### src/hdl/srtf_pkg.sv
`timescale 1ns / 1ps
// ----------------------------------------------------------------------------
// srtf_pkg
// Shared types and constants of the shortest-remaining-time-first scheduler.
// ----------------------------------------------------------------------------
package srtf_pkg;

   localparam int ID_W    = 8;
   localparam int TIME_W  = 16;
   localparam int BURST_W = 8;
   localparam int ORDER_W = 16;

   localparam logic CMD_ARRIVAL = 1'b0;
   localparam logic CMD_TICK    = 1'b1;

   localparam logic STATUS_OK   = 1'b0;
   localparam logic STATUS_FULL = 1'b1;

   typedef struct packed {
      logic [ID_W-1:0]    task_id;
      logic [TIME_W-1:0]  arrival;
      logic [BURST_W-1:0] burst;
      logic [BURST_W-1:0] remaining;
      logic               started;
      logic [ORDER_W-1:0] entry_order;
   } slot_type;

   typedef struct packed {
      logic               status;
      logic               idle;
      logic [ID_W-1:0]    running_id;
      logic               first_run;
      logic [TIME_W-1:0]  response_time;
      logic               finished;
      logic [TIME_W-1:0]  completion_time;
      logic [TIME_W-1:0]  turnaround_time;
      logic [TIME_W-1:0]  waiting_time;
   } rsp_type;

   typedef struct packed {
      logic clear;
      logic load;
   } pick_ctl_type;

endpackage

### src/hdl/srtf_ram.sv
`timescale 1ns / 1ps
// ----------------------------------------------------------------------------
// srtf_ram
// Generic single-write, single-read memory with a registered read port.
// ----------------------------------------------------------------------------
module srtf_ram #(
   parameter int WIDTH = 57,
   parameter int DEPTH = 8
) (
   input  logic                     clock,
   input  logic                     wr_en,
   input  logic [$clog2(DEPTH)-1:0] wr_addr,
   input  logic [WIDTH-1:0]         wr_data,
   input  logic [$clog2(DEPTH)-1:0] rd_addr,
   output logic [WIDTH-1:0]         rd_data
);

   logic [WIDTH-1:0] mem_ff [DEPTH];
   logic [WIDTH-1:0] rd_data_ff;

   always_ff @(posedge clock) begin
      if (wr_en) begin
         mem_ff[wr_addr] <= wr_data;
      end
      rd_data_ff <= mem_ff[rd_addr];
   end

   assign rd_data = rd_data_ff;

endmodule

### src/hdl/srtf_pick.sv
`timescale 1ns / 1ps
// ----------------------------------------------------------------------------
// srtf_pick
// Shared compare unit that keeps the best task seen during a table scan.
// ----------------------------------------------------------------------------
module srtf_pick #(
   parameter int IDX_W = 3
) (
   input  logic                  clock,
   input  logic                  reset,
   input  srtf_pkg::pick_ctl_type ctl,
   input  srtf_pkg::slot_type    cand,
   input  logic [IDX_W-1:0]      cand_slot,
   output logic                  found,
   output srtf_pkg::slot_type    best,
   output logic [IDX_W-1:0]      best_slot
);

   import srtf_pkg::*;

   logic       found_ff;
   logic       found_in;
   slot_type   best_ff;
   logic [IDX_W-1:0] best_slot_ff;
   logic       better;

   always_comb begin
      better = !found_ff
            || (cand.remaining < best_ff.remaining)
            || ((cand.remaining == best_ff.remaining)
                && (cand.entry_order < best_ff.entry_order));
      found_in = found_ff;
      if (ctl.clear) begin
         found_in = 1'b0;
      end else if (ctl.load && better) begin
         found_in = 1'b1;
      end
   end

   always_ff @(posedge clock) begin
      if (reset) begin
         found_ff <= 1'b0;
      end else begin
         found_ff <= found_in;
      end
   end

   always_ff @(posedge clock) begin
      if (!ctl.clear && ctl.load && better) begin
         best_ff      <= cand;
         best_slot_ff <= cand_slot;
      end
   end

   assign found     = found_ff;
   assign best      = best_ff;
   assign best_slot = best_slot_ff;

endmodule

### src/hdl/srtf_preemptive_scheduler.sv
`timescale 1ns / 1ps
// ----------------------------------------------------------------------------
// srtf_preemptive_scheduler
// Preemptive shortest-remaining-time-first scheduler over a task table.
// ----------------------------------------------------------------------------
// A tick request scans the table one slot per cycle through the shared
// compare unit and the registered memory read, then passes an update state
// and an output state that waits while the previous response is unaccepted.
// An arrival runs a free-slot search, one slot per cycle, then goes to the
// output state. The next request is accepted once the block is idle again.
// Reset empties the table, clears the entry counter and sets time to one.
// ----------------------------------------------------------------------------
module srtf_preemptive_scheduler #(
   parameter int TABLE_DEPTH = 8
) (
   input  logic        clock,
   input  logic        reset,
   input  logic        req_valid,
   output logic        req_ready,
   input  logic        req_cmd,
   input  logic [7:0]  req_task_id,
   input  logic [15:0] req_arrival_stamp,
   input  logic [7:0]  req_burst,
   output logic        rsp_valid,
   input  logic        rsp_ready,
   output logic        rsp_status,
   output logic        rsp_idle,
   output logic [7:0]  rsp_running_id,
   output logic        rsp_first_run,
   output logic [15:0] rsp_response_time,
   output logic        rsp_finished,
   output logic [15:0] rsp_completion_time,
   output logic [15:0] rsp_turnaround_time,
   output logic [15:0] rsp_waiting_time
);

   import srtf_pkg::*;

   localparam int IDX_W = $clog2(TABLE_DEPTH);
   localparam int CNT_W = IDX_W + 1;

   localparam logic [2:0] S_IDLE  = 3'd0;
   localparam logic [2:0] S_FIND  = 3'd1;
   localparam logic [2:0] S_SCAN  = 3'd2;
   localparam logic [2:0] S_APPLY = 3'd3;
   localparam logic [2:0] S_SEND  = 3'd4;

   logic [2:0]             state_ff, state_in;
   logic [CNT_W-1:0]       cnt_ff, cnt_in;
   logic [TABLE_DEPTH-1:0] valid_ff, valid_in;
   logic [ORDER_W-1:0]     entry_ff, entry_in;
   logic [TIME_W-1:0]      time_ff, time_in;
   logic                   rsp_valid_ff, rsp_valid_in;
   rsp_type                rsp_ff;
   rsp_type                res_ff, res_in;
   logic                   res_load;
   logic [ID_W-1:0]        id_ff;
   logic [TIME_W-1:0]      arr_ff;
   logic [BURST_W-1:0]     burst_ff;

   logic                   wr_en;
   logic [IDX_W-1:0]       wr_addr;
   slot_type               wr_data;
   logic [IDX_W-1:0]       rd_addr;
   slot_type               rd_data;

   pick_ctl_type           pick_ctl;
   logic                   best_found;
   slot_type               best;
   logic [IDX_W-1:0]       best_slot;

   logic [IDX_W-1:0]       cur_idx;
   logic [CNT_W-1:0]       cnt_m1;
   logic [IDX_W-1:0]       cmp_idx;
   logic                   accept;
   logic                   send;
   logic [TIME_W-1:0]      done_time;
   logic [TIME_W-1:0]      tat_time;
   logic                   fin;

   assign accept  = req_valid && (state_ff == S_IDLE);
   assign send    = (state_ff == S_SEND) && (!rsp_valid_ff || rsp_ready);
   assign cur_idx = cnt_ff[IDX_W-1:0];
   assign cnt_m1  = cnt_ff - CNT_W'(1);
   assign cmp_idx = cnt_m1[IDX_W-1:0];
   assign rd_addr = cur_idx;

   assign done_time = time_ff + TIME_W'(1);
   assign tat_time  = done_time - best.arrival;
   assign fin       = (best.remaining <= BURST_W'(1));

   srtf_ram #(
      .WIDTH ($bits(slot_type)),
      .DEPTH (TABLE_DEPTH)
   ) u_ram (
      .clock   (clock),
      .wr_en   (wr_en),
      .wr_addr (wr_addr),
      .wr_data (wr_data),
      .rd_addr (rd_addr),
      .rd_data (rd_data)
   );

   srtf_pick #(
      .IDX_W (IDX_W)
   ) u_pick (
      .clock     (clock),
      .reset     (reset),
      .ctl       (pick_ctl),
      .cand      (rd_data),
      .cand_slot (cmp_idx),
      .found     (best_found),
      .best      (best),
      .best_slot (best_slot)
   );

   always_comb begin
      state_in     = state_ff;
      cnt_in       = cnt_ff;
      valid_in     = valid_ff;
      entry_in     = entry_ff;
      time_in      = time_ff;
      rsp_valid_in = rsp_valid_ff;
      res_in       = '0;
      res_load     = 1'b0;
      wr_en        = 1'b0;
      wr_addr      = cur_idx;
      wr_data      = '0;
      pick_ctl     = '0;

      if (rsp_valid_ff && rsp_ready) begin
         rsp_valid_in = 1'b0;
      end

      unique case (state_ff)
         S_IDLE: begin
            if (accept) begin
               cnt_in = '0;
               pick_ctl.clear = 1'b1;
               state_in = (req_cmd == CMD_TICK) ? S_SCAN : S_FIND;
            end
         end
         S_FIND: begin
            if (!valid_ff[cur_idx]) begin
               wr_en               = 1'b1;
               wr_data.task_id     = id_ff;
               wr_data.arrival     = arr_ff;
               wr_data.burst       = burst_ff;
               wr_data.remaining   = burst_ff;
               wr_data.started     = 1'b0;
               wr_data.entry_order = entry_ff;
               valid_in[cur_idx]   = 1'b1;
               entry_in            = entry_ff + ORDER_W'(1);
               res_in.status       = STATUS_OK;
               res_load            = 1'b1;
               state_in            = S_SEND;
            end else if (cnt_ff == CNT_W'(TABLE_DEPTH - 1)) begin
               res_in.status = STATUS_FULL;
               res_load      = 1'b1;
               state_in      = S_SEND;
            end else begin
               cnt_in = cnt_ff + CNT_W'(1);
            end
         end
         S_SCAN: begin
            pick_ctl.load = (cnt_ff != '0) && valid_ff[cmp_idx];
            if (cnt_ff == CNT_W'(TABLE_DEPTH)) begin
               state_in = S_APPLY;
            end else begin
               cnt_in = cnt_ff + CNT_W'(1);
            end
         end
         S_APPLY: begin
            res_load = 1'b1;
            time_in  = time_ff + TIME_W'(1);
            if (!best_found) begin
               res_in.idle = 1'b1;
            end else begin
               res_in.running_id = best.task_id;
               if (!best.started) begin
                  res_in.first_run     = 1'b1;
                  res_in.response_time = time_ff - best.arrival;
               end
               wr_addr = best_slot;
               if (fin) begin
                  valid_in[best_slot]    = 1'b0;
                  res_in.finished        = 1'b1;
                  res_in.completion_time = done_time;
                  res_in.turnaround_time = tat_time;
                  res_in.waiting_time    = tat_time - TIME_W'(best.burst);
               end else begin
                  wr_en             = 1'b1;
                  wr_data           = best;
                  wr_data.started   = 1'b1;
                  wr_data.remaining = best.remaining - BURST_W'(1);
               end
            end
            state_in = S_SEND;
         end
         S_SEND: begin
            if (send) begin
               rsp_valid_in = 1'b1;
               state_in     = S_IDLE;
            end
         end
         default: begin
            state_in = S_IDLE;
         end
      endcase
   end

   always_ff @(posedge clock) begin
      if (reset) begin
         state_ff     <= S_IDLE;
         cnt_ff       <= '0;
         valid_ff     <= '0;
         entry_ff     <= '0;
         time_ff      <= TIME_W'(1);
         rsp_valid_ff <= 1'b0;
      end else begin
         state_ff     <= state_in;
         cnt_ff       <= cnt_in;
         valid_ff     <= valid_in;
         entry_ff     <= entry_in;
         time_ff      <= time_in;
         rsp_valid_ff <= rsp_valid_in;
      end
   end

   always_ff @(posedge clock) begin
      if (accept) begin
         id_ff    <= req_task_id;
         arr_ff   <= req_arrival_stamp;
         burst_ff <= req_burst;
      end
      if (res_load) begin
         res_ff <= res_in;
      end
      if (send) begin
         rsp_ff <= res_ff;
      end
   end

   assign req_ready           = (state_ff == S_IDLE);
   assign rsp_valid           = rsp_valid_ff;
   assign rsp_status          = rsp_ff.status;
   assign rsp_idle            = rsp_ff.idle;
   assign rsp_running_id      = rsp_ff.running_id;
   assign rsp_first_run       = rsp_ff.first_run;
   assign rsp_response_time   = rsp_ff.response_time;
   assign rsp_finished        = rsp_ff.finished;
   assign rsp_completion_time = rsp_ff.completion_time;
   assign rsp_turnaround_time = rsp_ff.turnaround_time;
   assign rsp_waiting_time    = rsp_ff.waiting_time;

endmodule

### config.mk
export PLATFORM = sky130hd
export DESIGN_NAME = srtf_preemptive_scheduler
export DESIGN_NICKNAME = d
export VERILOG_FILES = /design/src/hdl/srtf_pkg.sv /design/src/hdl/srtf_ram.sv /design/src/hdl/srtf_pick.sv /design/src/hdl/srtf_preemptive_scheduler.sv
export SDC_FILE = /design/constraint.sdc
export NUM_CORES = 1
export LEC_CHECK = 0
export BUFFER_PORTS_ARGS = -buffer_cell sky130_fd_sc_hd__clkbuf_2
export CAP_MARGIN = 0
export CORE_MARGIN = 2
export CORE_UTILIZATION = 55
export CTS_CLUSTER_SIZE = 12
export DETAILED_ROUTE_END_ITERATION = 7
export PLACE_DENSITY = 0.78
export SLEW_MARGIN = 20
export SYNTH_ARGS = -nofsm -noshare
export SYNTH_HDL_FRONTEND = slang
export SYNTH_SLANG_ARGS = --single-unit
### constraint.sdc
create_clock -name clock -period 6.1 [get_ports clock]
set_input_delay 0.305 -clock clock [delete_from_list [all_inputs] [get_ports clock]]
set_output_delay 0.305 -clock clock [all_outputs]
set_load 0.01 [all_outputs]
==> results of run 1 <==
-- report_power, final --
part           switching [mW]  leakage (nW)  total, mW  internal, mW
clock network            1.91          1.13       4.47          2.56
logic                   0.672          3.83       1.23         0.561
registers               0.206          7.57       6.74          6.54
-- worst paths after layout --
path | from | to | slack (ns) | cells after the start
max | time_ff[0]$_SDFFE_PP1N_ | res_ff[15]$_SDFFCE_PN0P_ | 1.69 | 16
min | req_cmd | state_ff[1]$_SDFFE_PP0P_ | 0.06 | 3
max reg2reg | time_ff[0]$_SDFFE_PP1N_ | res_ff[15]$_SDFFCE_PN0P_ | 1.69 | 16
min reg2reg | u_ram.rd_data[54]$_DFF_P_ | u_pick.best[54]$_DFFE_PP_ | 0.40 | 0
-- worst min-delay path, cell delays in order --
cell      delay [ns]
clkbuf_2        0.13
a21oi_1         0.14
nor3_1          0.05
-- registers in the layout, indices dropped and copies added, names as in the netlist, 4 cells and up --
name	cells
arr_ff	16
burst_ff	8
cnt_ff	4
entry_ff	16
id_ff	8
res_ff	76
rsp_completion_time	16
rsp_response_time	16
rsp_running_id	8
rsp_turnaround_time	16
rsp_waiting_time	16
time_ff	16
u_pick.best	57
u_ram.mem_ff	456
u_ram.rd_data	57
valid_ff	8
-- per-stage QoR --
stage                     power, mW  setup WS (ns)  hold WS (ns)
after floorplan               7.684          1.179        0.3855
after global placement        8.015          1.866        0.3859
after detailed placement      8.075          1.789        0.3887
after CTS                     12.55          1.767       0.04319
after global routing          12.88          1.369       0.07492
final                         12.44          1.687       0.05754
-- cell families (layout without fill, tap and decap cells) --
kind of cell / after synthesis / in the layout
multiplexers: 179 / 179
buffers and inverters: 134 / 382
flip-flops: 806 / 806
AND/OR/NAND/NOR: 360 / 360
AO/OA/AOI/OAI: 208 / 208
XOR/XNOR: 76 / 76
adder cells (fa/ha/maj): 71 / 71
-- synth_stat cells, types with 15 or more instances --
| library cell | number |
|---|---|
| mux2_2 | 57 |
| xnor2_1 | 36 |
| edfxtp_1 | 700 |
| nand2_1 | 85 |
| ha_1 | 68 |
| clkbuf_1 | 52 |
| xor2_1 | 39 |
| dfxtp_1 | 106 |
| and3_1 | 19 |
| inv_1 | 64 |
| or3_1 | 15 |
| and2_1 | 29 |
| nand3_1 | 28 |
| a21oi_1 | 56 |
| nor3_1 | 26 |
| mux4_2 | 118 |
| buf_1 | 18 |
| nor2_1 | 99 |
| o21ai_0 | 80 |
-- area by class of cell --
class                      count  area (um^2)  area share, %
inverter                      64        240.2         0.6696
timing repair buffer         171         1154          3.215
clock inverter                11        65.06         0.1813
tap                          756        945.9          2.637
sequential                   806        23150          64.53
multi-input combinational    894         8025          22.37
clock buffer                 136         2296          6.400
-- layer usage --
metal	GRT usage, %	vias to the layer above	part of all wire [%]
met4	7.443	0	2.7
met5	0	-	0
met3	3.106	129	6.4
li1	-	7455	-
met1	27.89	8433	40
met2	37.69	658	51
-- cell usage in the layout (no fill, tap or decap), drive strengths merged, types with 12 or more instances in the layout --
master / count
clkbuf: 250
and3: 20
nand2b: 13
or3: 15
nand2: 85
nor2: 99
mux2: 58
nor2b: 12
edfxtp: 700
ha: 68
xor2: 39
a21oi: 57
inv: 68
o21ai: 80
mux4: 118
xnor2: 37
nand3: 28
buf: 25
dlygate4sd3: 32
and2: 30
nor3: 26
dfxtp: 106
==> results.md, run 1 <==
* Chip height at roughly 240 um
* Mux cell area share after synthesis at between 10% and 20%
* CTS H-tree depth at 3
* Longest Clk Path Bufs at 3
* Synth Net Count at roughly 1900
* RD Place Congestion at between 0.8 and 0.9
* Crit. End Element: register
* Drt first pass iters at 6
* PwrDens at approximately 350 nW/um^2
* Util after Layout at 63.38%
* Clock sink total at about 800
* CP max stage delay at ~0.50 ns
* First-pass GRT wire length at around 98000 um
* Num ports at approximately 120
* RSZ-0062 raised after global routing: no
* Sequential fraction of the synthesis area at about three quarters
* Setup tns final at 0 ns
* Die X at around 240 um
* Die Area at slightly below 60000 um^2
* Worst setup SP type: register
* Crit path kind: reg2reg
* Post-synth cell types at 61
* Final Max Slew Viols at 0
* Cell Count, Final, Fillers Out at about 2800
* Post-synthesis adder-cell area fraction at 2.883%
* Delay-heaviest family, CP: simple AND/OR/NAND/NOR gates
* ANT nets after route at 0
* Gate Count Post-Synth at about 1800
* Syn_area_per_cell at between 15 and 20 um^2
* Worst skew pair latency at slightly above 0.6 ns
* Post-Place Cells at about 2700
* Compound-gate portion of the synthesized area at under 10%
* Critical-path top delay cell: nor3_1
* Max-cap viol count at 0
* Top_reg_cell synth: edfxtp_1
* Number of gates resized after cts at 0
* Detail Placement HPWL at between 30000 and 40000 um
* Core area at 56600 um^2
* Final setup fails at 0
* Vias in the first global route at 16950
* Hold-fix buffers, CTS at 32
* #FFs+latches synth at 806
* Period utilisation layout at roughly 72%
* Root Buffer: clkbuf_16
* DRC at 0
* Combinational family with the most area after synthesis: multiplexers
* Leakage at ~13 nW
* Total setup buffers inserted after CTS at 0
* Minimum clock period at 4.413 ns
* Yosys Warn Count at 0
* Placed Area at 33200 um^2
* CTS tree: built
* WP data arrival at between 4 and 5 ns
* EDFF count, synth at 700
* Top cell type's share of synthesized area at 66.52%
* Iteration-0 DRC Markers at 1398
* Required time of the worst setup path at around 6.5 ns
* Critical path buffers and inverters at 1
* Synth Area in Simple Gates at 5.591%
* Area growth syn-to-layout at 13.54%
* Max Freq at about 230 MHz
* Largest net degree at the start of global routing at between 70 and 80
* Final instance area at roughly 36000 um^2
* XOR/XNOR Fraction of Synth Area at between 2 and 2.5%
* Number of core rows at 87
* Fill count at about 3800
* Crit path cell chain: ha_1 -> nand3_1 -> xnor2_1 -> ha_1 -> o211ai_1 -> a21oi_1 -> nand2b_1 -> xor2_1 -> ha_1 -> inv_1 -> nor2_1 -> o31a_1 -> o311a_1 -> nor3_1 -> nand4_1 -> mux2_1
* Final hold violations at 0
* CP dominant cell by count: ha_1
* DR vias/cell at just under 6
* # diodes at 0
* Gr usage total at ~22%
* Worst Clk Skew at 0.02561 ns
* Crit Path Max Fanout at 6
* Layout cells sized above 1 at a little over a fifth
* Wirelength, routed at between 60000 and 70000 um
* Clock buffer count from CTS at 80
* Vias post-DR at 16680
* Final Net Count at roughly 2100
* Measured slew at the worst slew-check pin at 1.128 ns
* Antenna violations before repair at 0
* Status: completed
* Asr flop ratio synth at 0%
* Relative slew slack at 24.80%
* Min-delay worst type: in2reg
* Reg clk slew, reported paths at about 0.060 ns
* DR WL/cell at ~22 um
* Total grt overflow at 0
* Cell Area, Synth at ~32000 um^2
* PortBufs at roughly 110
* Initial Util at 55.82%
* Synth top area cells: edfxtp_1 67%, mux4_2 8.4%, dfxtp_1 6.7%
* Peak VDD IR at 0.1981 mV
* Largest area contributor in the netlist: edfxtp_1
(Power assumes the default switching activity.)
==> inputs of run 2 (changes only) <==
--- a/config.mk
+++ b/config.mk
@@ -11,7 +11,7 @@
 export CORE_UTILIZATION = 55
 export CTS_CLUSTER_SIZE = 12
 export DETAILED_ROUTE_END_ITERATION = 7
-export PLACE_DENSITY = 0.78
+export PLACE_DENSITY = 0.81
 export SLEW_MARGIN = 20
 export SYNTH_ARGS = -nofsm -noshare
 export SYNTH_HDL_FRONTEND = slang
==> constraint.sdc (replaced) <==
create_clock -name clock -period 3.7 [get_ports clock]
set_input_delay 0.185 -clock clock [delete_from_list [all_inputs] [get_ports clock]]
set_output_delay 0.185 -clock clock [all_outputs]
set_load 0.01 [all_outputs]
==> run 2 against run 1 <==
  * Global-route usage grew 1.1 points
  * Utilization is 0.92 points higher
  * Cell count increased by 1.1%
  * Via count is 2.2% higher
  * Maximum frequency is 22% higher
  * Register-to-register slack lost 1.6 ns
  * Count of clock-buffer cells in the layout down 10
==> results.md, run 2 (same netlist as run 1, synthesis figures left out) <==
* Status: completed
* Clock sink total at between 800 and 900
* Worst skew pair latency at 0.64 ns
* Detail Placement HPWL at about 40000 um
* Final hold violations at 0
* ANT nets after route at 0
* Wirelength, routed at between 60000 and 70000 um
* Gr usage total at approximately 23%
* Reg clk slew, reported paths at about 0.060 ns
* Net Sw Frac at 22.99%
* Min-delay worst type: in2reg
* Max Freq at 276.2 MHz
* Cell-internal power at 16.04 mW
* Core area at approximately 57000 um^2
* Root Buffer: clkbuf_16
* Area growth syn-to-layout at 15.19%
* Vias in the first global route at approximately 18000
* Worst setup SP type: register
* Crit Path Max Fanout at 4
* Clock buffer count from CTS at 80
* Final instance area at approximately 36000 um^2
* DR WL/cell at about 24 um
* Chip height at roughly 240 um
* Iteration-0 DRC Markers at 1785
* Clock network fraction of design power at roughly 36%
* Antenna violations before repair at 5
* Final Max Slew Viols at 0
* Commonest non-fill, non-tap cell in the layout: edfxtp_1
* Peak VDD IR at between 0.3 and 0.4 mV
* Placed Area at between 30000 and 40000 um^2
* Total grt overflow at 0
* WP data arrival at about 4 ns
* Final setup fails at 0
* Hold slack at 0.2686 ns
* Die Area at 59390 um^2
* Drt first pass iters at 5
* Commonest non-fill, non-tap cells in the layout: 700 x edfxtp_1, 118 x mux4_2, 114 x clkbuf_2, 102 x dfxtp_1, 89 x nor2_1
* Measured slew at the worst slew-check pin at between 1 and 1.5 ns
* DRC at 0
* Longest Clk Path Bufs at 3
* Vias post-DR at around 17000
* PortBufs at about 110
* RD Place Congestion at slightly below 0.9
* RSZ-0062 raised after global routing: yes
* Max reg flops at ~460
* Worst Clk Skew at ~0.028 ns
* Required time of the worst setup path at ~4.1 ns
* Crit path kind: reg2reg
* Combinational fraction of design power at a little over a tenth
* Fill count at 3651
* Max-cap viol count at 0
* Number of core rows at 87
* Largest net degree at the start of global routing at 80
* PwrDens at ~570 nW/um^2
* CTS H-tree depth at 3
* CTS tree: built
* Leakage at 12.79 nW
* Period utilisation layout at between 90% and 100%
* Pwr Total at 20.83 mW
* Initial Util at a little under three fifths
* Final Net Count at around 2200
* Num ports at between 100 and 150
* Minimum clock period at between 3 and 4 ns
* Util after Layout at ~64%
* Most flops, register: u_ram.mem_ff
* Switch Pwr at about 4.8 mW
* Final WS setup at 0.07890 ns
* Die X at roughly 240 um
* First-pass GRT wire length at 101800 um
* DP Worst Slack at -0.01073 ns
* DR vias/cell at 5.938
* Relative slew slack at 29.14%
* Layout cells sized above 1 at a little under a quarter
* Crit. End Element: register
* Seq pwr share at 52.9%
* Largest registers: u_ram.mem_ff: 456 flops, res_ff: 76 flops
## run 2: through the flow
stage | TNS (ns) | instances
floorplan | -184.98 | 1834
global placement | 0 | 2689
detailed placement | -0.01073 | 2689
CTS | 0 | 2864
global route | -0.1255 | 2870
finish | 0 | 2870
## run 2: path summary, 6_finish.rpt
kind	from	endpoint	slack, ns	cells after the start
setup / recovery	time_ff[1]$_SDFFE_PP0N_	res_ff[15]$_SDFFCE_PN0P_	0.08	16
hold / removal	req_burst[3]	burst_ff[3]$_DFFE_PP_	0.27	2
setup reg to reg	time_ff[1]$_SDFFE_PP0N_	res_ff[15]$_SDFFCE_PN0P_	0.08	16
hold reg to reg	u_ram.rd_data[36]$_DFF_P_	u_pick.best[36]$_DFFE_PP_	0.40	0
## run 2: timing repair
action,4_1_cts,5_1_grt
setup endpoints to repair,1,7
hold buffers,34,0
buffers inserted,1,4
hold endpoints to repair,34,0
gates resized for setup,1,25
pin swaps,1,12
## run 2: power groups by stage
stage / Clock, mW / Sequential, mW / Combinational (mW)
floorplan: 0 / 11.1 / 1.53
global route: 7.98 / 11.1 / 2.43
CTS: 7.65 / 11.0 / 2.26
detailed placement: 0 / 11.2 / 2.19
global placement: 0 / 11.2 / 2.12
finish: 7.55 / 11.0 / 2.25
## run 2: per-layer routing
metal  up-vias  track usage (%)  wire (um)
met5         -                0         11
met4         2            9.379       2053
met3       148            4.527       4388
met2       720            39.86      35320
met1      8636            27.54      26030
li1       7537                -          -
## run 2: worst max-delay path, stage by stage, from the launching register on
cell      delay [ns]
dfxtp_1         0.34
ha_2            0.21
nand3_4         0.11
xnor2_1         0.17
ha_1            0.38
o211ai_1        0.13
a21oi_2         0.14
nand2b_4        0.14
xor2_2          0.15
ha_1            0.28
inv_2           0.08
nor2_1          0.05
o31a_1          0.14
o311a_4         0.35
nor3_4          0.22
nand4_1         0.16
mux2_4          0.33
## run 2: layout make-up
cell class | count | area [um^2] | share of cell area, %
sequential | 806 | 23150 | 63.61
multi-input combinational | 894 | 8183 | 22.48
clock buffer | 126 | 2236 | 6.143
timing repair buffer | 208 | 1461 | 4.015
tap | 756 | 945.9 | 2.599
inverter | 64 | 240.2 | 0.6600
clock inverter | 14 | 172.7 | 0.4744
antenna | 2 | 5.005 | 0.01375
